[src/rtl/core/dstwr_pkg.sv]
`default_nettype none
// ----------------------------------------------------------------------------
// dstwr_pkg
// Widths, register indexes and constants shared by the ranging unit.
// ----------------------------------------------------------------------------
package dstwr_pkg;

  // Field widths
  localparam int STAMP_W = 40;
  localparam int WORD_W  = 32;
  localparam int ANT_W   = 16;
  localparam int SCALE_W = 24;
  localparam int DEN_W   = 34;   // sum of four 32-bit intervals
  localparam int PROD_W  = 64;

  // Stream payload widths (whole bytes)
  localparam int IN_DATA_W  = 176;
  localparam int OUT_DATA_W = 144;

  // Configuration port
  localparam int CFG_IDX_W  = 2;
  localparam int CFG_DATA_W = 32;

  localparam logic [CFG_IDX_W-1:0] CFG_IDX_RESP_DELAY  = 2'd0;
  localparam logic [CFG_IDX_W-1:0] CFG_IDX_ANT_DELAY   = 2'd1;
  localparam logic [CFG_IDX_W-1:0] CFG_IDX_MM_PER_TICK = 2'd2;
  localparam logic [CFG_IDX_W-1:0] CFG_IDX_COORD_MODE  = 2'd3;

  localparam logic [SCALE_W-1:0] MM_PER_TICK_RESET = 24'd307474;

  // Item kinds, carried on tuser
  localparam logic ACTION_POLL  = 1'b0;
  localparam logic ACTION_FINAL = 1'b1;
  localparam logic KIND_SCHEDULE = 1'b0;
  localparam logic KIND_RANGE    = 1'b1;

  // Clears bit 0 of the delayed transmit word
  localparam logic [WORD_W-1:0] EVEN_WORD_MASK = 32'hFFFF_FFFE;

  localparam logic [WORD_W-1:0] SAT_POS = 32'h7FFF_FFFF;
  localparam logic [WORD_W-1:0] SAT_NEG = 32'h8000_0000;

endpackage : dstwr_pkg
`default_nettype wire

[src/rtl/core/ds_twr_time_of_flight_unit.sv]
`default_nettype none
// ----------------------------------------------------------------------------
// ds_twr_time_of_flight_unit
// Anchor side of asymmetric double-sided two-way ranging: response scheduling
// and exact time-of-flight and distance computation.
// ----------------------------------------------------------------------------
// A poll transaction (in_tuser = 0) stores its receive stamp and yields a
// schedule result holding the delayed transmit word (bits 39..8 of stamp plus
// response delay) and the predicted response stamp. A final transaction
// (in_tuser = 1) forms the four wrapped 32-bit intervals Ra, Rb, Da and Db
// and yields a range result holding
// (Ra*Rb - Da*Db) / (Ra+Rb+Da+Db), truncated toward zero and saturated to
// signed 32 bits, and the same figure scaled to millimetres. One 32x32
// multiplier is shared for both interval products and the millimetre scaling,
// and the division is a restoring divider that retires one quotient bit per
// cycle until all 64 quotient bits are formed.
// When the interval sum is zero the result carries bad_denominator set with
// zero flight time and distance. The unit takes one item at a time; in_tready
// rises again as soon as the result is staged in the output register, so the
// next item may be accepted while a result waits to be taken. In coordinator
// mode items are accepted and dropped without effect. Configuration writes are
// always accepted and are meant to happen only while the unit is idle.
// ----------------------------------------------------------------------------
module ds_twr_time_of_flight_unit (
  input  wire logic                              clk,
  input  wire logic                              rst_n,
  // Input stream
  input  wire logic                              in_tvalid,
  output logic                                   in_tready,
  // [39:0] local_rx_stamp, [79:40] local_tx_stamp, [111:80] peer_poll_tx,
  // [143:112] peer_resp_rx, [175:144] peer_final_tx
  input  wire logic [dstwr_pkg::IN_DATA_W-1:0]   in_tdata,
  // [0] action
  input  wire logic                              in_tuser,
  // Result stream
  output logic                                   out_tvalid,
  input  wire logic                              out_tready,
  // [31:0] delayed_tx_word, [71:32] predicted_resp_stamp, [103:72] flight_ticks,
  // [135:104] distance_mm, [136] bad_denominator, [143:137] zero
  output logic [dstwr_pkg::OUT_DATA_W-1:0]       out_tdata,
  // [0] result_kind
  output logic                                   out_tuser,
  // Configuration write channel
  input  wire logic                              cfg_valid,
  output logic                                   cfg_ready,
  input  wire logic [dstwr_pkg::CFG_IDX_W-1:0]   cfg_index,
  input  wire logic [dstwr_pkg::CFG_DATA_W-1:0]  cfg_data
);
  import dstwr_pkg::*;

  // Sequencer states
  localparam logic [3:0] ST_IDLE  = 4'd0;
  localparam logic [3:0] ST_POLL1 = 4'd1;
  localparam logic [3:0] ST_POLL2 = 4'd2;
  localparam logic [3:0] ST_MUL1  = 4'd3;
  localparam logic [3:0] ST_MUL2  = 4'd4;
  localparam logic [3:0] ST_SUB   = 4'd5;
  localparam logic [3:0] ST_DIV   = 4'd6;
  localparam logic [3:0] ST_SAT   = 4'd7;
  localparam logic [3:0] ST_MUL3  = 4'd8;
  localparam logic [3:0] ST_WR    = 4'd9;

  // Configuration registers
  logic [WORD_W-1:0]  resp_delay_r;
  logic [ANT_W-1:0]   ant_delay_r;
  logic [SCALE_W-1:0] mm_per_tick_r;
  logic               coord_mode_r;

  logic [STAMP_W-1:0] last_poll_r;

  logic [3:0] state_r, state_nxt;

  // Working registers
  logic [STAMP_W-1:0] rx_r;
  logic [WORD_W-1:0]  ra_r, rb_r, da_r, db_r;
  logic [DEN_W-1:0]   den_r;
  logic [PROD_W-1:0]  p1_r, prod_r;
  logic [PROD_W-1:0]  dvd_r;       // dividend in, quotient out
  logic [DEN_W-1:0]   rem_r;
  logic [5:0]         cnt_r;
  logic               neg_r;
  logic               tneg_r;
  logic [WORD_W-1:0]  tmag_r;
  logic               kind_r;
  logic               bad_r;
  logic [WORD_W-1:0]  word_r;
  logic [STAMP_W-1:0] pred_r;
  logic [WORD_W-1:0]  tof_r;

  // Output register
  logic               out_valid_r;
  logic               out_kind_r;
  logic [WORD_W-1:0]  out_word_r;
  logic [STAMP_W-1:0] out_pred_r;
  logic [WORD_W-1:0]  out_tof_r;
  logic [WORD_W-1:0]  out_dist_r;
  logic               out_bad_r;

  // Input fields
  logic               in_action;
  logic [STAMP_W-1:0] in_rx, in_tx;
  logic [WORD_W-1:0]  in_ppt, in_prr, in_pft;
  logic               in_fire, out_fire, cfg_fire;

  assign in_action = in_tuser;
  assign in_rx     = in_tdata[39:0];
  assign in_tx     = in_tdata[79:40];
  assign in_ppt    = in_tdata[111:80];
  assign in_prr    = in_tdata[143:112];
  assign in_pft    = in_tdata[175:144];

  assign in_tready = (state_r == ST_IDLE);
  assign cfg_ready = 1'b1;
  assign in_fire   = in_tvalid && in_tready;
  assign out_fire  = out_valid_r && out_tready;
  assign cfg_fire  = cfg_valid && cfg_ready;

  // Shared multiplier: operands chosen by the sequencer
  logic [WORD_W-1:0] mul_a, mul_b;
  logic [PROD_W-1:0] mul_p;

  always_comb begin
    unique case (state_r)
      ST_MUL1: begin
        mul_a = ra_r;
        mul_b = rb_r;
      end
      ST_MUL2: begin
        mul_a = da_r;
        mul_b = db_r;
      end
      default: begin
        mul_a = tmag_r;
        mul_b = {{(WORD_W-SCALE_W){1'b0}}, mm_per_tick_r};
      end
    endcase
  end

  assign mul_p = PROD_W'(mul_a) * PROD_W'(mul_b);

  // Magnitude of the numerator and its sign
  logic              p_neg;
  logic [PROD_W-1:0] p_mag;

  assign p_neg = (p1_r < prod_r);
  assign p_mag = p_neg ? (prod_r - p1_r) : (p1_r - prod_r);

  // One restoring division step
  logic [DEN_W:0]   rem_shift;
  logic [DEN_W:0]   rem_diff;
  logic             q_bit;
  logic [DEN_W-1:0] rem_next;

  assign rem_shift = {rem_r, dvd_r[PROD_W-1]};
  assign rem_diff  = rem_shift - {1'b0, den_r};
  assign q_bit     = (rem_shift >= {1'b0, den_r});
  assign rem_next  = q_bit ? rem_diff[DEN_W-1:0] : rem_shift[DEN_W-1:0];

  // Saturation of the quotient to signed 32 bits
  logic              q_big;
  logic              sat_tneg;
  logic [WORD_W-1:0] sat_tmag;

  assign q_big    = |dvd_r[PROD_W-1:WORD_W-1];
  assign sat_tneg = neg_r && (dvd_r != '0);
  always_comb begin
    if (neg_r) begin
      sat_tmag = q_big ? SAT_NEG : dvd_r[WORD_W-1:0];
    end else begin
      sat_tmag = q_big ? SAT_POS : dvd_r[WORD_W-1:0];
    end
  end

  // Millimetre scaling: Q16 product, then saturation with the flight sign
  logic [38:0]       dmag;
  logic              d_big;
  logic [WORD_W-1:0] dist_val;

  assign dmag  = prod_r[54:16];
  assign d_big = |dmag[38:WORD_W-1];
  always_comb begin
    if (tneg_r) begin
      dist_val = d_big ? SAT_NEG : (~dmag[WORD_W-1:0] + 1'b1);
    end else begin
      dist_val = d_big ? SAT_POS : dmag[WORD_W-1:0];
    end
    if (!kind_r || bad_r) begin
      dist_val = '0;
    end
  end

  // Sequencer
  always_comb begin
    state_nxt = state_r;
    unique case (state_r)
      ST_IDLE: begin
        if (in_fire && !coord_mode_r) begin
          state_nxt = (in_action == ACTION_POLL) ? ST_POLL1 : ST_MUL1;
        end
      end
      ST_POLL1: state_nxt = ST_POLL2;
      ST_POLL2: state_nxt = ST_WR;
      ST_MUL1:  state_nxt = ST_MUL2;
      ST_MUL2:  state_nxt = ST_SUB;
      ST_SUB:   state_nxt = (den_r == '0) ? ST_WR : ST_DIV;
      ST_DIV:   state_nxt = (cnt_r == '0) ? ST_SAT : ST_DIV;
      ST_SAT:   state_nxt = ST_MUL3;
      ST_MUL3:  state_nxt = ST_WR;
      ST_WR: begin
        if (!out_valid_r || out_tready) begin
          state_nxt = ST_IDLE;
        end
      end
      default:  state_nxt = ST_IDLE;
    endcase
  end

  // Control state and configuration
  always_ff @(posedge clk) begin
    if (!rst_n) begin
      state_r       <= ST_IDLE;
      resp_delay_r  <= '0;
      ant_delay_r   <= '0;
      mm_per_tick_r <= MM_PER_TICK_RESET;
      coord_mode_r  <= 1'b0;
      last_poll_r   <= '0;
      out_valid_r   <= 1'b0;
    end else begin
      state_r <= state_nxt;
      if (cfg_fire) begin
        unique case (cfg_index)
          CFG_IDX_RESP_DELAY:  resp_delay_r  <= cfg_data;
          CFG_IDX_ANT_DELAY:   ant_delay_r   <= cfg_data[ANT_W-1:0];
          CFG_IDX_MM_PER_TICK: mm_per_tick_r <= cfg_data[SCALE_W-1:0];
          CFG_IDX_COORD_MODE:  coord_mode_r  <= cfg_data[0];
          default: ;
        endcase
      end
      if (in_fire && !coord_mode_r && (in_action == ACTION_POLL)) begin
        last_poll_r <= in_rx;
      end
      if (state_r == ST_WR && (!out_valid_r || out_tready)) begin
        out_valid_r <= 1'b1;
      end else if (out_fire) begin
        out_valid_r <= 1'b0;
      end
    end
  end

  // Datapath
  logic [STAMP_W-1:0] poll_sum;
  assign poll_sum = rx_r + STAMP_W'(resp_delay_r);

  always_ff @(posedge clk) begin
    unique case (state_r)
      ST_IDLE: begin
        if (in_fire) begin
          rx_r   <= in_rx;
          ra_r   <= in_prr - in_ppt;
          rb_r   <= in_rx[WORD_W-1:0] - in_tx[WORD_W-1:0];
          da_r   <= in_pft - in_prr;
          db_r   <= in_tx[WORD_W-1:0] - last_poll_r[WORD_W-1:0];
          kind_r <= (in_action == ACTION_POLL) ? KIND_SCHEDULE : KIND_RANGE;
          bad_r  <= 1'b0;
          tof_r  <= '0;
          tneg_r <= 1'b0;
          word_r <= '0;
          pred_r <= '0;
        end
      end
      ST_POLL1: begin
        word_r <= poll_sum[STAMP_W-1:8];
      end
      ST_POLL2: begin
        pred_r <= {(word_r & EVEN_WORD_MASK), 8'h00} + STAMP_W'(ant_delay_r);
      end
      ST_MUL1: begin
        p1_r  <= mul_p;
        den_r <= DEN_W'(ra_r) + DEN_W'(rb_r) + DEN_W'(da_r) + DEN_W'(db_r);
      end
      ST_MUL2: begin
        prod_r <= mul_p;
      end
      ST_SUB: begin
        bad_r <= (den_r == '0);
        neg_r <= p_neg;
        dvd_r <= p_mag;
        rem_r <= '0;
        cnt_r <= 6'd63;
      end
      ST_DIV: begin
        rem_r <= rem_next;
        dvd_r <= {dvd_r[PROD_W-2:0], q_bit};
        cnt_r <= cnt_r - 1'b1;
      end
      ST_SAT: begin
        tmag_r <= sat_tmag;
        tneg_r <= sat_tneg;
        tof_r  <= sat_tneg ? (~sat_tmag + 1'b1) : sat_tmag;
      end
      ST_MUL3: begin
        prod_r <= mul_p;
      end
      ST_WR: begin
        if (!out_valid_r || out_tready) begin
          out_kind_r <= kind_r;
          out_word_r <= word_r;
          out_pred_r <= pred_r;
          out_tof_r  <= tof_r;
          out_dist_r <= dist_val;
          out_bad_r  <= bad_r;
        end
      end
      default: ;
    endcase
  end

  assign out_tvalid = out_valid_r;
  assign out_tuser  = out_kind_r;
  assign out_tdata  = {7'b0, out_bad_r, out_dist_r, out_tof_r, out_pred_r, out_word_r};

  // Assertions
  a_div_runs_full : assert property (@(posedge clk) disable iff (!rst_n)
    (state_r == ST_DIV && cnt_r != '0) |=> (state_r == ST_DIV))
    else $error("division left before all quotient bits were formed");

  a_rem_below_den : assert property (@(posedge clk) disable iff (!rst_n)
    (state_r == ST_DIV) |-> (rem_r < den_r))
    else $error("partial remainder not below the divisor");

  a_coord_drops : assert property (@(posedge clk) disable iff (!rst_n)
    (in_fire && coord_mode_r) |=> (state_r == ST_IDLE && !$rose(out_valid_r)))
    else $error("item processed in coordinator mode");

  a_bad_zero : assert property (@(posedge clk) disable iff (!rst_n)
    (out_valid_r && out_bad_r) |-> (out_tof_r == '0 && out_dist_r == '0 && out_kind_r))
    else $error("zero denominator result carries a non-zero range");

  a_sched_clean : assert property (@(posedge clk) disable iff (!rst_n)
    (out_valid_r && out_kind_r == KIND_SCHEDULE) |->
      (out_tof_r == '0 && out_dist_r == '0 && !out_bad_r))
    else $error("schedule result carries range fields");

endmodule : ds_twr_time_of_flight_unit
`default_nettype wire
[config.mk]
export PLATFORM = sky130hd
export DESIGN_NAME = ds_twr_time_of_flight_unit
export DESIGN_NICKNAME = d
export VERILOG_FILES = /design/src/rtl/core/dstwr_pkg.sv /design/src/rtl/core/ds_twr_time_of_flight_unit.sv
export SDC_FILE = /design/constraint.sdc
export NUM_CORES = 2
export LEC_CHECK = 0
export BUFFER_PORTS_ARGS = -buffer_cell sky130_fd_sc_hd__buf_2
export CORE_MARGIN = 5
export CORE_UTILIZATION = 45
export DETAILED_ROUTE_END_ITERATION = 8
export SYNTH_ARGS = -nofsm -noshare
export SYNTH_HDL_FRONTEND = slang
export SYNTH_SLANG_ARGS = --single-unit
[constraint.sdc]
create_clock -name clk -period 15.65 [get_ports clk]
set_clock_uncertainty 0.15 [all_clocks]
set_input_delay 2.3475 -clock clk [delete_from_list [all_inputs] [get_ports clk]]
set_output_delay 2.3475 -clock clk [all_outputs]
set_load 0.005 [all_outputs]
==> impl_metrics.tcl <==
set metrics [dict create \
    finish.utilization_pct 49.0 \
    r2r_cells 32 \
    ios 364 \
    grt_max_degree 110 \
    vias 66000 \
    die_w_um 440 \
    violations "max-slew violations" \
    wire_per_inst_um 24.3 \
    first_global_vias 66500 \
    postSynth.asyncResetShare_pct 0 \
    ys_warn_count 0 \
    cp_max_fo 73 \
    cts_root_buf "clkbuf_16" \
    slowest_delay_ns 0.92 \
    crit_end "prod_r[63]" \
    clockBufferDepth 3 \
    core_um2 185000 \
    ant_nets 0 \
    numCtsBuffers 90 \
    drive_gt1_share_pct 7.24 \
    regToRegStartpoint "state_r[3]" \
    drtIter0Drc 6050 \
    regArea_um2 23600 \
    start_util_pct 45.1 \
    reg2reg_to "prod_r[63]" \
    status "finished with violations" \
    layout_commonest_cell "inv_1" \
    hold_buffers 0 \
    grtUsageTotal_pct 29.3 \
    insertion_delay_ns 0.75 \
    drc 0 \
    dieArea_um2 194000 \
    min_path_type "flop to flop" \
    cts_resized 0 \
    grt_pass1_wl_um 424000 \
    maxCapViolations 0 \
    reg2reg_slack_ns 3.76 \
    die_h_um 440 \
    finalSetupTns_ns 0 \
    syn_to_final_growth_pct 8.77 \
    cp-startpoint "state_r[3]" \
    via_per_inst 5.65 \
    relSlewSlack_pct -11.2 \
    cts_tree "done" \
    synth_cell_type_count 88 \
    clkSlewWorstSetupHoldPaths_ns 0.06 \
    cts_setup_buffers 0 \
    crit_arrival_ns 12.20 \
    multi_input_area_um2 53300 \
    mostFrequentLayoutCells "inv_1, nand2_1, nor2_1" \
    crit_top_cell "fa_1" \
    grt_overflow 0 \
    avgSynthCellArea_um2 9.31 \
    cts_sinks 822 \
    dp.final_hpwl_um 228000 \
    n_fill_cell 17500 \
    rsz0062_at_grt "no" \
    dominantRegCellSynth "edfxtp_1" \
    critical_path_class "flop to flop" \
    row_count 158 \
    globalplace.congestion 0.988 \
    setup_violations 0 \
    final_hold_viol_count 0 \
    fmax_mhz 84.1 \
    endpoint_kind "flop" \
    start_kind "flop" \
    synth_edf_count 712 \
    report.final.slew_viol_count 3 \
    synth_seq_cells 822 \
    worstPathRequired_ns 15.96 \
    synth_cells 8951 \
    slowest_stage "a2111oi_0" \
    ys_seq_area_share_pct 28.3 \
    min_period_ns 11.89 \
    wirelength_um 284000 \
    nets 10900 \
    antenna_found_initial 16 \
    syn_area_um2 83300 \
    cts.htree.levels 3 \
    min_period_over_period_pct 76.0 \
    worst_slew_pin_slew_ns 1.67 \
    dr.pass1.iters 6 \
    numPortBuffers 347 \
]
[layout make-up]
class                   instances  share of cell area, %
well taps                    2480                   3.42
flip-flops and latches        822                   26.0
clock buffers                 110                   2.62
inverters                    1325                   5.49
diodes                         10                 0.0276
multi-input cells            6415                   58.8
repair buffers                460                   2.85
clock inverters                58                  0.715
[how the worst min path moves through the flow]
stage / startpoint / endpoint / slack (ns) / depth (start not counted)
final: pred_r[11] / out_pred_r[11] / 0.26 / 0
after global routing: pred_r[11] / out_pred_r[11] / 0.27 / 0
after CTS: pred_r[11] / out_pred_r[11] / 0.25 / 0
after detailed placement: pred_r[10] / out_pred_r[10] / 0.25 / 0
after global placement: pred_r[11] / out_pred_r[11] / 0.25 / 0
after floorplan: pred_r[0] / out_pred_r[0] / 0.25 / 0
[cell usage after synthesis, drive strengths merged (127+ instances only)]
master | instances | area [um^2]
a21o | 192 | 1440
a21oi | 534 | 2670
clkbuf | 343 | 1290
edfxtp | 712 | 21400
fa | 968 | 19400
ha | 622 | 7780
inv | 1325 | 4970
nand2 | 1098 | 4130
nor2 | 1032 | 3870
o21ai | 268 | 1340
xnor2 | 262 | 2290
xor2 | 127 | 1110
[logic make-up after synthesis]
kind of cell / synth area share (%)
flops: 28.3
fa+ha+maj: 32.6
other cells: 0.00901
simple gates: 14.4
xor+xnor: 4.09
compound gates: 12.3
mux: 0.511
buf+inv: 7.83
[critical path: cells and delay by family (launching register included)]
family,cells,cell delay [ns]
AOI/OAI and AO/OA,8,3.11
buffers and inverters,7,1.10
xor gates and xnor gates,1,0.14
and+or+nand+nor,7,2.18
DFF,1,0.55
adders and majority gates,9,4.33
[layer usage]
| layer | part of all wire (%) | GRT usage [%] |
|---|---|---|
| met1 | 43 | 40.6 |
| met2 | 44 | 45.5 |
| met3 | 9.0 | 6.17 |
| met4 | 4.2 | 10.6 |
| met5 | 0.023 | 0 |
[state kept, by name (all words and copies together), names as in the netlist, 16 cells and up]
name	cells
ant_delay_r	16
da_r	32
db_r	32
den_r	34
dvd_r	64
last_poll_r	32
mm_per_tick_r	24
out_dist_r	32
out_pred_r	40
out_tof_r	32
out_word_r	32
p1_r	64
pred_r	40
prod_r	64
ra_r	32
rb_r	32
rem_r	34
resp_delay_r	32
rx_r	40
tmag_r	32
tof_r	32
word_r	32
[per-stage QoR]
step           instances  area, um^2  setup slack, ns  hold slack [ns]
2_1_floorplan       8957       83300             3.61            0.250
3_3_place_gp       11500       87600             4.11            0.250
3_5_place_dp       11500       87600             4.04            0.255
4_1_cts            11700       90600             3.94            0.252
5_1_grt            11700       90600             3.19            0.266
6_report           11700       90600             3.76            0.258
Power is not shown: default switching activity piles up to over one toggle a cycle in this logic, so the estimate is an artifact.
